$ cat src/hdl/ugadj_pkg.sv
// Shared types and constants for the undirected graph adjacency table.
package ugadj_pkg;

  localparam int CMD_W     = 2;
  localparam int NODE_W    = 4;
  localparam int CNT_W     = 5;
  localparam int STAT_W    = 3;
  localparam int NODE_SPAN = 16;

  localparam logic [CMD_W-1:0] CMD_ADD_EDGE = 2'd0;
  localparam logic [CMD_W-1:0] CMD_REM_EDGE = 2'd1;
  localparam logic [CMD_W-1:0] CMD_REM_NODE = 2'd2;
  localparam logic [CMD_W-1:0] CMD_LIST     = 2'd3;

  localparam logic [STAT_W-1:0] STAT_OK        = 3'd0;
  localparam logic [STAT_W-1:0] STAT_MISSING   = 3'd1;
  localparam logic [STAT_W-1:0] STAT_CONNECTED = 3'd2;
  localparam logic [STAT_W-1:0] STAT_NO_EDGE   = 3'd3;
  localparam logic [STAT_W-1:0] STAT_INVALID   = 3'd4;

  localparam logic [CNT_W-1:0] NODE_COUNT_RST = 5'd16;

  typedef enum logic [2:0] {
    S_IDLE,
    S_CHECK,
    S_EVAL,
    S_WR_B,
    S_SWEEP,
    S_LIST,
    S_RESP
  } ug_state_t;

  // Commands from the controller to the datapath.
  typedef struct packed {
    logic              capture;
    logic              rd_a;
    logic              rd_b;
    logic              wr_a;
    logic              wr_b;
    logic              kill;
    logic              sweep;
    logic              load_list;
    logic              set_status;
    logic [STAT_W-1:0] status_val;
    logic              emit_single;
    logic              emit_list;
  } ug_cmd_t;

  // Status from the datapath back to the controller.
  typedef struct packed {
    logic [STAT_W-1:0] pre_st;
    logic [CMD_W-1:0]  cmd;
    logic              bit_ab;
    logic              row_empty;
    logic              sweep_done;
    logic              out_free;
    logic              pend_last;
  } ug_stat_t;

endpackage

$ cat src/hdl/ugadj_dp.sv
// Datapath: adjacency memory, alive flags, checks, neighbor list and result register.
module ugadj_dp #(
  parameter int MAX_NODES = 16
) (
  input  logic                       clk,
  input  logic                       rst_n,
  input  logic                       cfg_wr_en,
  input  logic [ugadj_pkg::CNT_W-1:0]  cfg_wr_data,
  input  logic [ugadj_pkg::CMD_W-1:0]  in_cmd,
  input  logic [ugadj_pkg::NODE_W-1:0] in_node_a,
  input  logic [ugadj_pkg::NODE_W-1:0] in_node_b,
  input  ugadj_pkg::ug_cmd_t         ctl,
  output ugadj_pkg::ug_stat_t        sts,
  input  logic                       out_tready,
  output logic                       out_tvalid,
  output logic [ugadj_pkg::STAT_W-1:0] out_status,
  output logic [ugadj_pkg::NODE_W-1:0] out_neighbor,
  output logic                       out_neighbor_valid,
  output logic                       out_last
);
  import ugadj_pkg::*;

  localparam int IDX_W = (MAX_NODES > 1) ? $clog2(MAX_NODES) : 1;
  localparam int SW_W  = $clog2(MAX_NODES + 1);
  localparam int EXT_W = (MAX_NODES > NODE_SPAN) ? MAX_NODES : NODE_SPAN;
  localparam logic [SW_W-1:0] SW_END = SW_W'(MAX_NODES);

  logic [MAX_NODES-1:0] rows_mem [MAX_NODES];
  logic [MAX_NODES-1:0] row_vld_r;
  logic [MAX_NODES-1:0] alive_r;
  logic [CNT_W-1:0]     node_count_r;
  logic [CMD_W-1:0]     cmd_r;
  logic [NODE_W-1:0]    a_r;
  logic [NODE_W-1:0]    b_r;
  logic [MAX_NODES-1:0] rd_q_r;
  logic                 rd_hit_r;
  logic [SW_W-1:0]      sw_cnt_r;
  logic [NODE_SPAN-1:0] pend_r;
  logic [STAT_W-1:0]    status_r;
  logic                 out_valid_r;
  logic [STAT_W-1:0]    out_status_r;
  logic [NODE_W-1:0]    out_neighbor_r;
  logic                 out_nvalid_r;
  logic                 out_last_r;

  logic [IDX_W-1:0]     a_idx;
  logic [IDX_W-1:0]     b_idx;
  logic                 a_ok;
  logic                 b_ok;
  logic                 edge_cmd;
  logic [MAX_NODES-1:0] row_cur;
  logic [EXT_W-1:0]     row_ext;
  logic [NODE_SPAN-1:0] row_vis;
  logic [MAX_NODES-1:0] bit_a_vec;
  logic [MAX_NODES-1:0] bit_b_vec;
  logic [STAT_W-1:0]    pre_st;
  logic                 wr_en;
  logic [IDX_W-1:0]     wr_addr;
  logic [MAX_NODES-1:0] wr_data;
  logic                 rd_en;
  logic [IDX_W-1:0]     rd_addr;
  logic                 sw_done;
  logic [NODE_SPAN-1:0] pend_rest;
  logic [NODE_W-1:0]    low_idx;
  logic                 out_free;

  assign a_idx     = IDX_W'(a_r);
  assign b_idx     = IDX_W'(b_r);
  assign a_ok      = ({1'b0, a_r} < node_count_r) && (32'(a_r) < MAX_NODES);
  assign b_ok      = ({1'b0, b_r} < node_count_r) && (32'(b_r) < MAX_NODES);
  assign edge_cmd  = (cmd_r == CMD_ADD_EDGE) || (cmd_r == CMD_REM_EDGE);
  assign row_cur   = rd_hit_r ? rd_q_r : '0;
  assign row_ext   = EXT_W'(row_cur);
  assign bit_a_vec = MAX_NODES'(1) << a_idx;
  assign bit_b_vec = MAX_NODES'(1) << b_idx;
  assign sw_done   = (sw_cnt_r == SW_END);
  assign out_free  = !out_valid_r || out_tready;
  assign pend_rest = pend_r & (pend_r - 1'b1);

  // Only neighbors below the effective node count are listed.
  always_comb begin
    for (int i = 0; i < NODE_SPAN; i++) begin
      row_vis[i] = row_ext[i] && (CNT_W'(i) < node_count_r) && (i < MAX_NODES);
    end
  end

  always_comb begin
    low_idx = '0;
    for (int i = NODE_SPAN - 1; i >= 0; i--) begin
      if (pend_r[i]) begin
        low_idx = NODE_W'(i);
      end
    end
  end

  always_comb begin
    pre_st = STAT_OK;
    if (edge_cmd) begin
      if (!a_ok || !b_ok || ((cmd_r == CMD_ADD_EDGE) && (a_r == b_r))) begin
        pre_st = STAT_INVALID;
      end else if (!alive_r[a_idx] || !alive_r[b_idx]) begin
        pre_st = STAT_MISSING;
      end
    end else begin
      if (!a_ok) begin
        pre_st = STAT_INVALID;
      end else if (!alive_r[a_idx]) begin
        pre_st = STAT_MISSING;
      end
    end
  end

  // One write port and one read port; the sweep reads one row ahead of its write.
  always_comb begin
    wr_en   = 1'b0;
    wr_addr = a_idx;
    wr_data = row_cur ^ bit_b_vec;
    rd_en   = ctl.rd_a || ctl.rd_b;
    rd_addr = ctl.rd_b ? b_idx : a_idx;
    if (ctl.sweep) begin
      wr_en   = (sw_cnt_r != '0);
      wr_addr = IDX_W'(sw_cnt_r - 1'b1);
      wr_data = (wr_addr == a_idx) ? '0 : (row_cur & ~bit_a_vec);
      rd_en   = !sw_done;
      rd_addr = IDX_W'(sw_cnt_r);
    end else if (ctl.wr_a) begin
      wr_en   = 1'b1;
      wr_addr = a_idx;
      wr_data = row_cur ^ bit_b_vec;
    end else if (ctl.wr_b) begin
      wr_en   = 1'b1;
      wr_addr = b_idx;
      wr_data = row_cur ^ bit_a_vec;
    end
  end

  always_ff @(posedge clk) begin
    if (wr_en) begin
      rows_mem[wr_addr] <= wr_data;
    end
    if (rd_en) begin
      rd_q_r   <= rows_mem[rd_addr];
      rd_hit_r <= row_vld_r[rd_addr];
    end
  end

  always_ff @(posedge clk) begin
    if (!rst_n) begin
      row_vld_r    <= '0;
      alive_r      <= '1;
      node_count_r <= NODE_COUNT_RST;
      sw_cnt_r     <= '0;
      out_valid_r  <= 1'b0;
    end else begin
      if (cfg_wr_en) begin
        node_count_r <= cfg_wr_data;
      end
      if (wr_en) begin
        row_vld_r[wr_addr] <= 1'b1;
      end
      if (ctl.kill) begin
        alive_r[a_idx] <= 1'b0;
        sw_cnt_r       <= '0;
      end else if (ctl.sweep && !sw_done) begin
        sw_cnt_r <= sw_cnt_r + 1'b1;
      end
      if (ctl.emit_single || ctl.emit_list) begin
        out_valid_r <= 1'b1;
      end else if (out_tready) begin
        out_valid_r <= 1'b0;
      end
    end
  end

  always_ff @(posedge clk) begin
    if (ctl.capture) begin
      cmd_r <= in_cmd;
      a_r   <= in_node_a;
      b_r   <= in_node_b;
    end
    if (ctl.set_status) begin
      status_r <= ctl.status_val;
    end
    if (ctl.load_list) begin
      pend_r <= row_vis;
    end else if (ctl.emit_list) begin
      pend_r <= pend_rest;
    end
    if (ctl.emit_single) begin
      out_status_r   <= status_r;
      out_neighbor_r <= '0;
      out_nvalid_r   <= 1'b0;
      out_last_r     <= 1'b1;
    end else if (ctl.emit_list) begin
      out_status_r   <= STAT_OK;
      out_neighbor_r <= low_idx;
      out_nvalid_r   <= 1'b1;
      out_last_r     <= (pend_rest == '0);
    end
  end

  assign sts.pre_st     = pre_st;
  assign sts.cmd        = cmd_r;
  assign sts.bit_ab     = row_cur[b_idx];
  assign sts.row_empty  = (row_vis == '0);
  assign sts.sweep_done = sw_done;
  assign sts.out_free   = out_free;
  assign sts.pend_last  = (pend_rest == '0);

  assign out_tvalid         = out_valid_r;
  assign out_status         = out_status_r;
  assign out_neighbor       = out_neighbor_r;
  assign out_neighbor_valid = out_nvalid_r;
  assign out_last           = out_last_r;

endmodule

$ cat src/hdl/ugadj_ctrl.sv
// Controller state machine that sequences each command through the datapath.
module ugadj_ctrl (
  input  logic                clk,
  input  logic                rst_n,
  input  logic                in_tvalid,
  output logic                in_tready,
  input  ugadj_pkg::ug_stat_t sts,
  output ugadj_pkg::ug_cmd_t  ctl
);
  import ugadj_pkg::*;

  ug_state_t state_r;
  ug_state_t state_nxt;

  always_ff @(posedge clk) begin
    if (!rst_n) begin
      state_r <= S_IDLE;
    end else begin
      state_r <= state_nxt;
    end
  end

  always_comb begin
    state_nxt = state_r;
    in_tready = 1'b0;
    ctl       = '0;
    case (state_r)
      S_IDLE: begin
        in_tready = 1'b1;
        if (in_tvalid) begin
          ctl.capture = 1'b1;
          state_nxt   = S_CHECK;
        end
      end
      S_CHECK: begin
        ctl.set_status = 1'b1;
        ctl.status_val = sts.pre_st;
        if (sts.pre_st != STAT_OK) begin
          state_nxt = S_RESP;
        end else if (sts.cmd == CMD_REM_NODE) begin
          ctl.kill  = 1'b1;
          state_nxt = S_SWEEP;
        end else begin
          ctl.rd_a  = 1'b1;
          state_nxt = S_EVAL;
        end
      end
      S_EVAL: begin
        case (sts.cmd)
          CMD_ADD_EDGE: begin
            if (sts.bit_ab) begin
              ctl.set_status = 1'b1;
              ctl.status_val = STAT_CONNECTED;
              state_nxt      = S_RESP;
            end else begin
              ctl.wr_a  = 1'b1;
              ctl.rd_b  = 1'b1;
              state_nxt = S_WR_B;
            end
          end
          CMD_REM_EDGE: begin
            if (!sts.bit_ab) begin
              ctl.set_status = 1'b1;
              ctl.status_val = STAT_NO_EDGE;
              state_nxt      = S_RESP;
            end else begin
              ctl.wr_a  = 1'b1;
              ctl.rd_b  = 1'b1;
              state_nxt = S_WR_B;
            end
          end
          CMD_LIST: begin
            if (sts.row_empty) begin
              state_nxt = S_RESP;
            end else begin
              ctl.load_list = 1'b1;
              state_nxt     = S_LIST;
            end
          end
          default: begin
            state_nxt = S_RESP;
          end
        endcase
      end
      S_WR_B: begin
        ctl.wr_b  = 1'b1;
        state_nxt = S_RESP;
      end
      S_SWEEP: begin
        ctl.sweep = 1'b1;
        if (sts.sweep_done) begin
          state_nxt = S_RESP;
        end
      end
      S_LIST: begin
        if (sts.out_free) begin
          ctl.emit_list = 1'b1;
          if (sts.pend_last) begin
            state_nxt = S_IDLE;
          end
        end
      end
      S_RESP: begin
        if (sts.out_free) begin
          ctl.emit_single = 1'b1;
          state_nxt       = S_IDLE;
        end
      end
      default: begin
        state_nxt = S_IDLE;
      end
    endcase
  end

endmodule

$ cat src/hdl/undirected_graph_adjacency_table.sv
// Top level of the undirected graph adjacency table.
//
// The block keeps an undirected graph as a symmetric bit matrix, one row per
// node in a single-port-write memory, plus one alive flag per node. Commands
// arrive on the in_ stream: in_tuser carries the command kind and in_tdata
// the two node numbers. Every command returns a status on the out_ stream;
// a neighbor list returns one transfer per neighbor in ascending order, with
// out_tlast on the final one. The cfg_ port writes the node count at any
// clock edge where cfg_wr_en is high, and is meant to be used while idle.
// A command is taken only while the controller is idle. An edge command that
// changes the matrix reads and writes back both of its rows through the one
// memory port; one that finds the edge already present or missing skips the
// writes, and a rejected command skips the reads as well. Removing a node
// sweeps every row to clear its column. A list returns its neighbors one per
// cycle while the receiver accepts them. Results sit in an output register,
// so a new command can be accepted while the last result waits. When the
// receiver stalls, the result holds and the controller waits.
// Synchronous reset clears all edges, marks every node alive, sets the node
// count to sixteen and empties the output register; it needs no sweep.
module undirected_graph_adjacency_table #(
  parameter int MAX_NODES = 16
) (
  input  logic       clk,
  input  logic       rst_n,
  input  logic       cfg_wr_en,
  input  logic [4:0] cfg_wr_data,   // node_count
  input  logic       in_tvalid,
  output logic       in_tready,
  input  logic [7:0] in_tdata,      // [3:0] node_a, [7:4] node_b
  input  logic [1:0] in_tuser,      // [1:0] cmd
  output logic       out_tvalid,
  input  logic       out_tready,
  output logic [7:0] out_tdata,     // [2:0] status, [6:3] neighbor, [7] zero
  output logic [0:0] out_tuser,     // [0] neighbor_valid
  output logic       out_tlast
);
  import ugadj_pkg::*;

  ug_cmd_t           ctl;
  ug_stat_t          sts;
  logic [STAT_W-1:0] out_status;
  logic [NODE_W-1:0] out_neighbor;
  logic              out_neighbor_valid;

  ugadj_ctrl u_ctrl (
    .clk       (clk),
    .rst_n     (rst_n),
    .in_tvalid (in_tvalid),
    .in_tready (in_tready),
    .sts       (sts),
    .ctl       (ctl)
  );

  ugadj_dp #(
    .MAX_NODES (MAX_NODES)
  ) u_dp (
    .clk                (clk),
    .rst_n              (rst_n),
    .cfg_wr_en          (cfg_wr_en),
    .cfg_wr_data        (cfg_wr_data),
    .in_cmd             (in_tuser),
    .in_node_a          (in_tdata[3:0]),
    .in_node_b          (in_tdata[7:4]),
    .ctl                (ctl),
    .sts                (sts),
    .out_tready         (out_tready),
    .out_tvalid         (out_tvalid),
    .out_status         (out_status),
    .out_neighbor       (out_neighbor),
    .out_neighbor_valid (out_neighbor_valid),
    .out_last           (out_tlast)
  );

  assign out_tdata = {1'b0, out_neighbor, out_status};
  assign out_tuser = out_neighbor_valid;

`ifndef SYNTHESIS
  // A result without a neighbor is always the only or final one of its command.
  a_single_is_last: assert property (@(posedge clk) disable iff (!rst_n)
    out_tvalid && !out_tuser[0] |-> out_tlast)
    else $error("result without neighbor not marked last");

  // The neighbor field is zero unless a neighbor is listed.
  a_neighbor_zero: assert property (@(posedge clk) disable iff (!rst_n)
    out_tvalid && !out_tuser[0] |-> (out_tdata[6:3] == 4'd0))
    else $error("neighbor field not zero");

  // The controller only loads a result when the output register is free.
  a_emit_free: assert property (@(posedge clk) disable iff (!rst_n)
    ctl.emit_single || ctl.emit_list |-> !out_tvalid || out_tready)
    else $error("result overwritten before transfer");

  // At most one source drives the memory write port.
  a_one_writer: assert property (@(posedge clk) disable iff (!rst_n)
    $onehot0({ctl.wr_a, ctl.wr_b, ctl.sweep}))
    else $error("memory write port conflict");
`endif

endmodule

$ cat config.mk
export PLATFORM = sky130hd
export DESIGN_NAME = undirected_graph_adjacency_table
export DESIGN_NICKNAME = d
export VERILOG_FILES = /design/src/hdl/ugadj_pkg.sv /design/src/hdl/ugadj_dp.sv /design/src/hdl/ugadj_ctrl.sv /design/src/hdl/undirected_graph_adjacency_table.sv
export SDC_FILE = /design/constraint.sdc
export NUM_CORES = 1
export LEC_CHECK = 0
export ABC_CLOCK_PERIOD_IN_PS = 5860
export BUFFER_PORTS_ARGS = -buffer_cell sky130_fd_sc_hd__buf_2
export CORE_MARGIN = 2
export CORE_UTILIZATION = 55
export CTS_CLUSTER_SIZE = 12
export DETAILED_ROUTE_END_ITERATION = 8
export GPL_ROUTABILITY_DRIVEN = 0
export PLACE_DENSITY = 0.71
export SLEW_MARGIN = 15
export SYNTH_ARGS = -nofsm -noshare
export SYNTH_HDL_FRONTEND = slang
export SYNTH_HIERARCHICAL = 1
export SYNTH_SLANG_ARGS = --single-unit
$ cat constraint.sdc
create_clock -name clk -period 5.86 [get_ports clk]
set_input_delay 1.465 -clock clk [delete_from_list [all_inputs] [get_ports clk]]
set_output_delay 1.465 -clock clk [all_outputs]
set_load 0.03 [all_outputs]
Yosys cells after proc, flatten, opt, wreduce, memory -nomap -nowiden:

Memories as Yosys holds them, arrays and structs flattened. A register that Yosys moved wholly into a read port is not among the register bits.
Index checks and enable logic that the tools add are counted.

* add/sub/neg operators: 3
* magnitude comparators: 24
* equal/unequal tests: 17
* shift-type cells: 2
* multiplexer cells: 92
* bitwise gates (word level): 9
* reductions and logical operators: 44

Operator list (count)
* 2-to-1 mux 16 bit: 7
* 2-to-1 mux 4 bit: 23
* AND 16 bit: 3
* 2-to-1 mux 3 bit: 14
* less-than comparator 4 x 5 -> 1 bit, first input constant: 8
* 2-to-1 mux 1 bit: 33
* zero test 16 bit: 2
* NOT 16 bit: 2
* << shifter 1 x 4 -> 16 bit, first input constant: 2
* bitwise XOR 16 bit: 2
* one-hot mux 3 bit (7 select lines): 1
* logical AND 1 bit: 20
* less-than comparator 3 x 5 -> 1 bit, first input constant: 4
* less-than comparator 4 x 5 -> 1 bit, second input constant: 4
* binary-select mux 1 bit (select 4 bit): 4
* bitwise OR 16 bit: 1
* one-hot mux 4 bit (2 select lines): 2
* subtractor 16 x 1 -> 16 bit, second input constant: 1
* less-than comparator 1 x 5 -> 1 bit, first input constant: 2
* less-than comparator 2 x 5 -> 1 bit, first input constant: 2
* less-than comparator 4 x 5 -> 1 bit: 2
* equality test 3 bit, second input constant: 3
* one-hot mux 3 bit (3 select lines): 1
* demux 1 bit (select 4 bit): 2
* other kinds (23): 46

* register bits after elaboration: 85
* bits in writable memories: 256
* input port bits: 20
* output and inout bits: 12
* word-level logic and storage cells: 208
* memories kept: 1

Memory list
* u_dp.rows_mem: words 16, width 16, read ports 1, clocked after Yosys merged registers in 1, wr ports 1, line ugadj_dp.sv:28 `logic [MAX_NODES-1:0] rows_mem [MAX_NODES];`

Longest topological paths before layout:

* word-level depth: 16
* gate-level depth with buffers: 18
* depth with buffers taken out: 13

Hierarchy:

The synthesis kept the hierarchy.

By module, submodules not included
* ugadj_dp: times used 1, cells each 1213, area an instance 15914.0 sq um, seq. area each 10139.7 sq um
* ugadj_ctrl: times used 1, cells each 68, area an instance 447.9 sq um, seq. area each 60.1 sq um
* undirected_graph_adjacency_table: times used 1, cells each 2, area an instance 11.3 sq um, seq. area each 0.0 sq um

Worst setup path after synthesis:

Ideal clock, no wire load.

* kind: reg-to-reg
* start: register u_dp.b_r[1], in the netlist u_dp/b_idx[1]
* end: memory u_dp.rows_mem[11][0] (enable)
* setup time: 0.390 ns
* arrival time: 4.193 ns
* data required time: 5.470 ns
* slack: 1.277 ns
* stages on the path, launching flop included: 15
* buffers on the path: 4
* clock period less this slack: 4.583 ns
* path through: edfxtp_1 clkbuf_1 buf_2 mux4_2 mux4_2 and2_1 xor2_1 nor4_2 nand2b_1 clkbuf_1 buf_2 mux2i_1 nor3b_1 a21oi_1 nor2_1

RTL lines
* start, declared: line ugadj_dp.sv:34 `logic [NODE_W-1:0] b_r;`
* start signal, assigned: line ugadj_dp.sv:179 `b_r <= in_node_b;`
* end, declared: line ugadj_dp.sv:28

==> impl_metrics.json <==
{
  "status": "completed",
  "startpoint_type": "flop",
  "insertion_delay_ps": 530,
  "syn_area_um2": 16400,
  "yosys.cell_count.top_type": "edfxtp_1",
  "async_flop_share_pct": 0,
  "seqPwrFrac_pct": 42.3,
  "die_w_um": 177,
  "holdPathStages": 2,
  "cp-startpoint": "u_dp/b_idx[0]",
  "postCtsSetupRepairBufs": 0,
  "finalHoldViolCount": 0,
  "hold_class": "reg -> reg",
  "setup_viol": 0,
  "critPathRequiredTime_ps": 6110,
  "drt-pass1-iter-count": 6,
  "synth-seq-cells": 357,
  "cts_hold_buf": 0,
  "via_per_inst": 6.17,
  "p_per_area_nw_per_um2": 487,
  "utilization_pct": 61.8,
  "grt_overflow_total": 0,
  "ys.flop_type": "edfxtp_1",
  "vdd.ir_drop.worst_v": 0.000301,
  "crit_chain": "mux4_2 > mux4_2 > and2_1 > xor2_1 > nor4_2 > buf_4 > mux2i_1 > o21ai_4 > buf_4 > mux2i_1 > o22ai_1 > o21ai_0 > o21ai_0",
  "ctsResizeCount": 0,
  "hp-start": "u_dp/out_neighbor[3]",
  "htreeDepth": 2,
  "cts_buffers": 38,
  "antenna_found_initial": 0,
  "avgSynthCellArea_um2": 12.8,
  "antennaDiodeCount": 0,
  "avgRoutedWirePerCell_um": 22.8,
  "place.port_buffers": 30,
  "p_sw_share_pct": 35.3,
  "rsz0062_at_grt": "false",
  "combPwrFrac_pct": 33.1,
  "grt_max_degree": 58,
  "fp.dieArea_um2": 31200,
  "arrival_ps": 5130,
  "seq_area_frac_synth_pct": 62.3,
  "io_pins": 32,
  "path_clk_slew_ps": 60,
  "dr_wl_met3_um": 3070,
  "synth-edff-count": 305,
  "yosys_warnings": 6,
  "synth_common_cells": "edfxtp_1 (305), mux2i_1 (152), nor2_1 (93), nand2_1 (90), o21ai_0 (84)",
  "area_delta_synth_final_pct": 11.3,
  "grt_usage_pct": 25.7,
  "reg2reg_from": "u_dp/b_idx[0]",
  "p_int_mw": 5.75,
  "tns_ps": 0,
  "grt_pass1_vias": 10500,
  "numClockSinks": 357,
  "ant_nets": 0,
  "routed_wl_um": 39400,
  "drv_cap": 0,
  "core_um2": 29500,
  "clock_power_share_pct": 24.6,
  "yosys.area.top_type_share_pct": 55.9,
  "crit_path_end_kind": "flop",
  "dp_hpwl_um": 24300,
  "initialDrtViolationCount": 950,
  "max_freq_ghz": 0.205,
  "netSwitchingPower_mw": 3.13,
  "rrSetupSlack_ps": 980,
  "yosysTopAreaCell": "edfxtp_1",
  "start_util_pct": 55.5,
  "relSlewSlack_pct": 38.9,
  "layout-drive-gt1-share_pct": 13.9,
  "wl_met2_um": 18700,
  "nNetsFinal": 1360,
  "root_buffer": "clkbuf_16",
  "wl_met1_um": 16400,
  "cts_buffer_depth": 3,
  "rows": 63,
  "crit_slowest_cell": "edfxtp_1",
  "cp_max_fo": 27,
  "period_share_pct": 83.3,
  "post-route-drc-count": 0,
  "top_layer_used": "met4",
  "fillers": 2283,
  "cpPeakStageDelay_ps": 650,
  "yosysUniqueCellTypes": 68,
  "grt_pass1_wl_um": 61100,
  "worst_hold_path.endpoint": "u_dp/out_neighbor[3]",
  "synth.area.top_cells": "edfxtp_1 (56%), mux2i_1 (9.3%), dfxtp_1 (6.4%)",
  "synthCells": 1283,
  "die_h_um": 177,
  "worstReg2RegEnd": "u_dp/rd_q_r[11]",
  "cts_tree": "built",
  "drv_slew": 0,
  "vias": 10700,
  "leakagePower_nw": 6.42,
  "fin_skew_ps": 16.2,
  "period_minus_slack_ps": 4880,
  "critPathKind": "reg -> reg",
  "worst_pin_slew_ps": 917,
  "syn_nets": 1328,
  "r2r_cells": 13
}
## power groups by stage
stage                     Clock (mW)  Sequential (mW)  Combinational [mW]
after floorplan                    0             3.63                2.05
after global placement             0             3.79                2.85
after detailed placement           0             3.79                2.89
after CTS                       2.23             3.74                2.92
after global routing            2.32             3.78                3.17
final                           2.18             3.75                2.94
## metal layers
layer,global-route usage [%],up-vias
met2,41.5,423
li1,-,4893
met4,9.40,0
met5,0,-
met3,4.95,100
met1,35.0,5239
## critical path, delay by kind of cell, from the launching register on
| kind | cells | cell delay [ps] |
|---|---|---|
| simple gates | 2 | 480 |
| xor+xnor | 1 | 180 |
| flops | 1 | 650 |
| buf+inv | 2 | 760 |
| mux | 4 | 1470 |
| compound gates | 4 | 1010 |
## layout make-up
cell class	count	area, µm²	area share [%]
clock buffer	52	1000	5.51
sequential	357	10200	56.0
inverter	26	97.6	0.536
tap	390	488	2.68
clock inverter	11	105	0.577
timing repair buffer	81	596	3.27
multi-input combinational	811	5730	31.4
## worst max-delay path by stage
| stage | to | slack (ps) | depth (start not counted) |
|---|---|---|---|
| 2_1_floorplan | u_dp/rows_mem[11][0] | 1280 | 14 |
| 3_3_place_gp | u_dp/rd_q_r[6] | 1230 | 13 |
| 3_5_place_dp | u_dp/rd_q_r[9] | 1030 | 13 |
| 4_1_cts | u_dp/rd_q_r[11] | 980 | 13 |
| 5_1_grt | u_dp/rd_q_r[11] | 690 | 13 |
| 6_report | u_dp/rd_q_r[11] | 980 | 13 |
## kinds of logic after synthesis
kind of cell | count (synthesis) | share of synthesized area, %
other | 2 | 0.0459
AND/OR/NAND/NOR | 309 | 9.09
XOR/XNOR | 31 | 1.66
flip-flops | 357 | 62.3
multiplexers | 173 | 11.7
AO/OA/AOI/OAI | 268 | 10.0
buffers and inverters | 115 | 3.12
adder cells (fa/ha/maj) | 28 | 2.09
## stage by stage
| step | setup WS [ps] | instance area (µm²) | cells | power (mW) | hold WS (ps) |
|---|---|---|---|---|---|
| global route | 689 | 18200 | 1728 | 9.27 | 488 |
| finish | 979 | 18200 | 1728 | 8.88 | 463 |
| global placement | 1230 | 17100 | 1665 | 6.64 | 444 |
| floorplan | 1280 | 16400 | 1283 | 5.68 | 440 |
| detailed placement | 1030 | 17100 | 1665 | 6.69 | 454 |
| CTS | 983 | 18200 | 1728 | 8.89 | 467 |
## registers in the layout, summed over array words and instances, names as in the netlist, 4 cells and up
register,cells
u_dp/a_idx,4
u_dp/alive_r,16
u_dp/b_idx,4
u_dp/node_count_r,5
u_dp/out_neighbor,4
u_dp/pend_r,16
u_dp/rd_q_r,16
u_dp/row_vld_r,16
u_dp/rows_mem,256
u_dp/sw_cnt_r,5
## placed cells by master, fill, tap and decap left out, types with 4 or more instances in the layout
cell type,synthesis,layout
o22ai_1,76,76
o211ai_1,4,4
and3_1,4,4
clkinv_1,2,6
o31ai_1,4,4
buf_12,0,5
o21ai_1,4,4
nor2_1,93,76
edfxtp_1,305,305
nor2b_1,11,11
mux4_2,14,14
a21oi_1,36,36
a31oi_1,9,9
o311ai_0,4,4
inv_1,24,24
nand4_1,5,5
a211oi_1,4,4
xor2_1,8,8
a21o_1,4,4
o21ai_0,84,81
mux2i_1,152,152
clkbuf_1,46,14
or2_2,6,6
buf_2,30,30
buf_4,11,46
dfxtp_1,52,52
nand2b_1,20,20
o21a_1,19,19
nor3b_1,4,4
nand2_1,90,90
nor3_1,24,23
nor4_1,4,4
and2_1,12,12
clkbuf_16,0,38
ha_1,25,25
xnor2_1,23,23
nor2_2,0,17
mux2_2,7,7
nand3_1,18,18
Power figures use the tool's default switching activity.
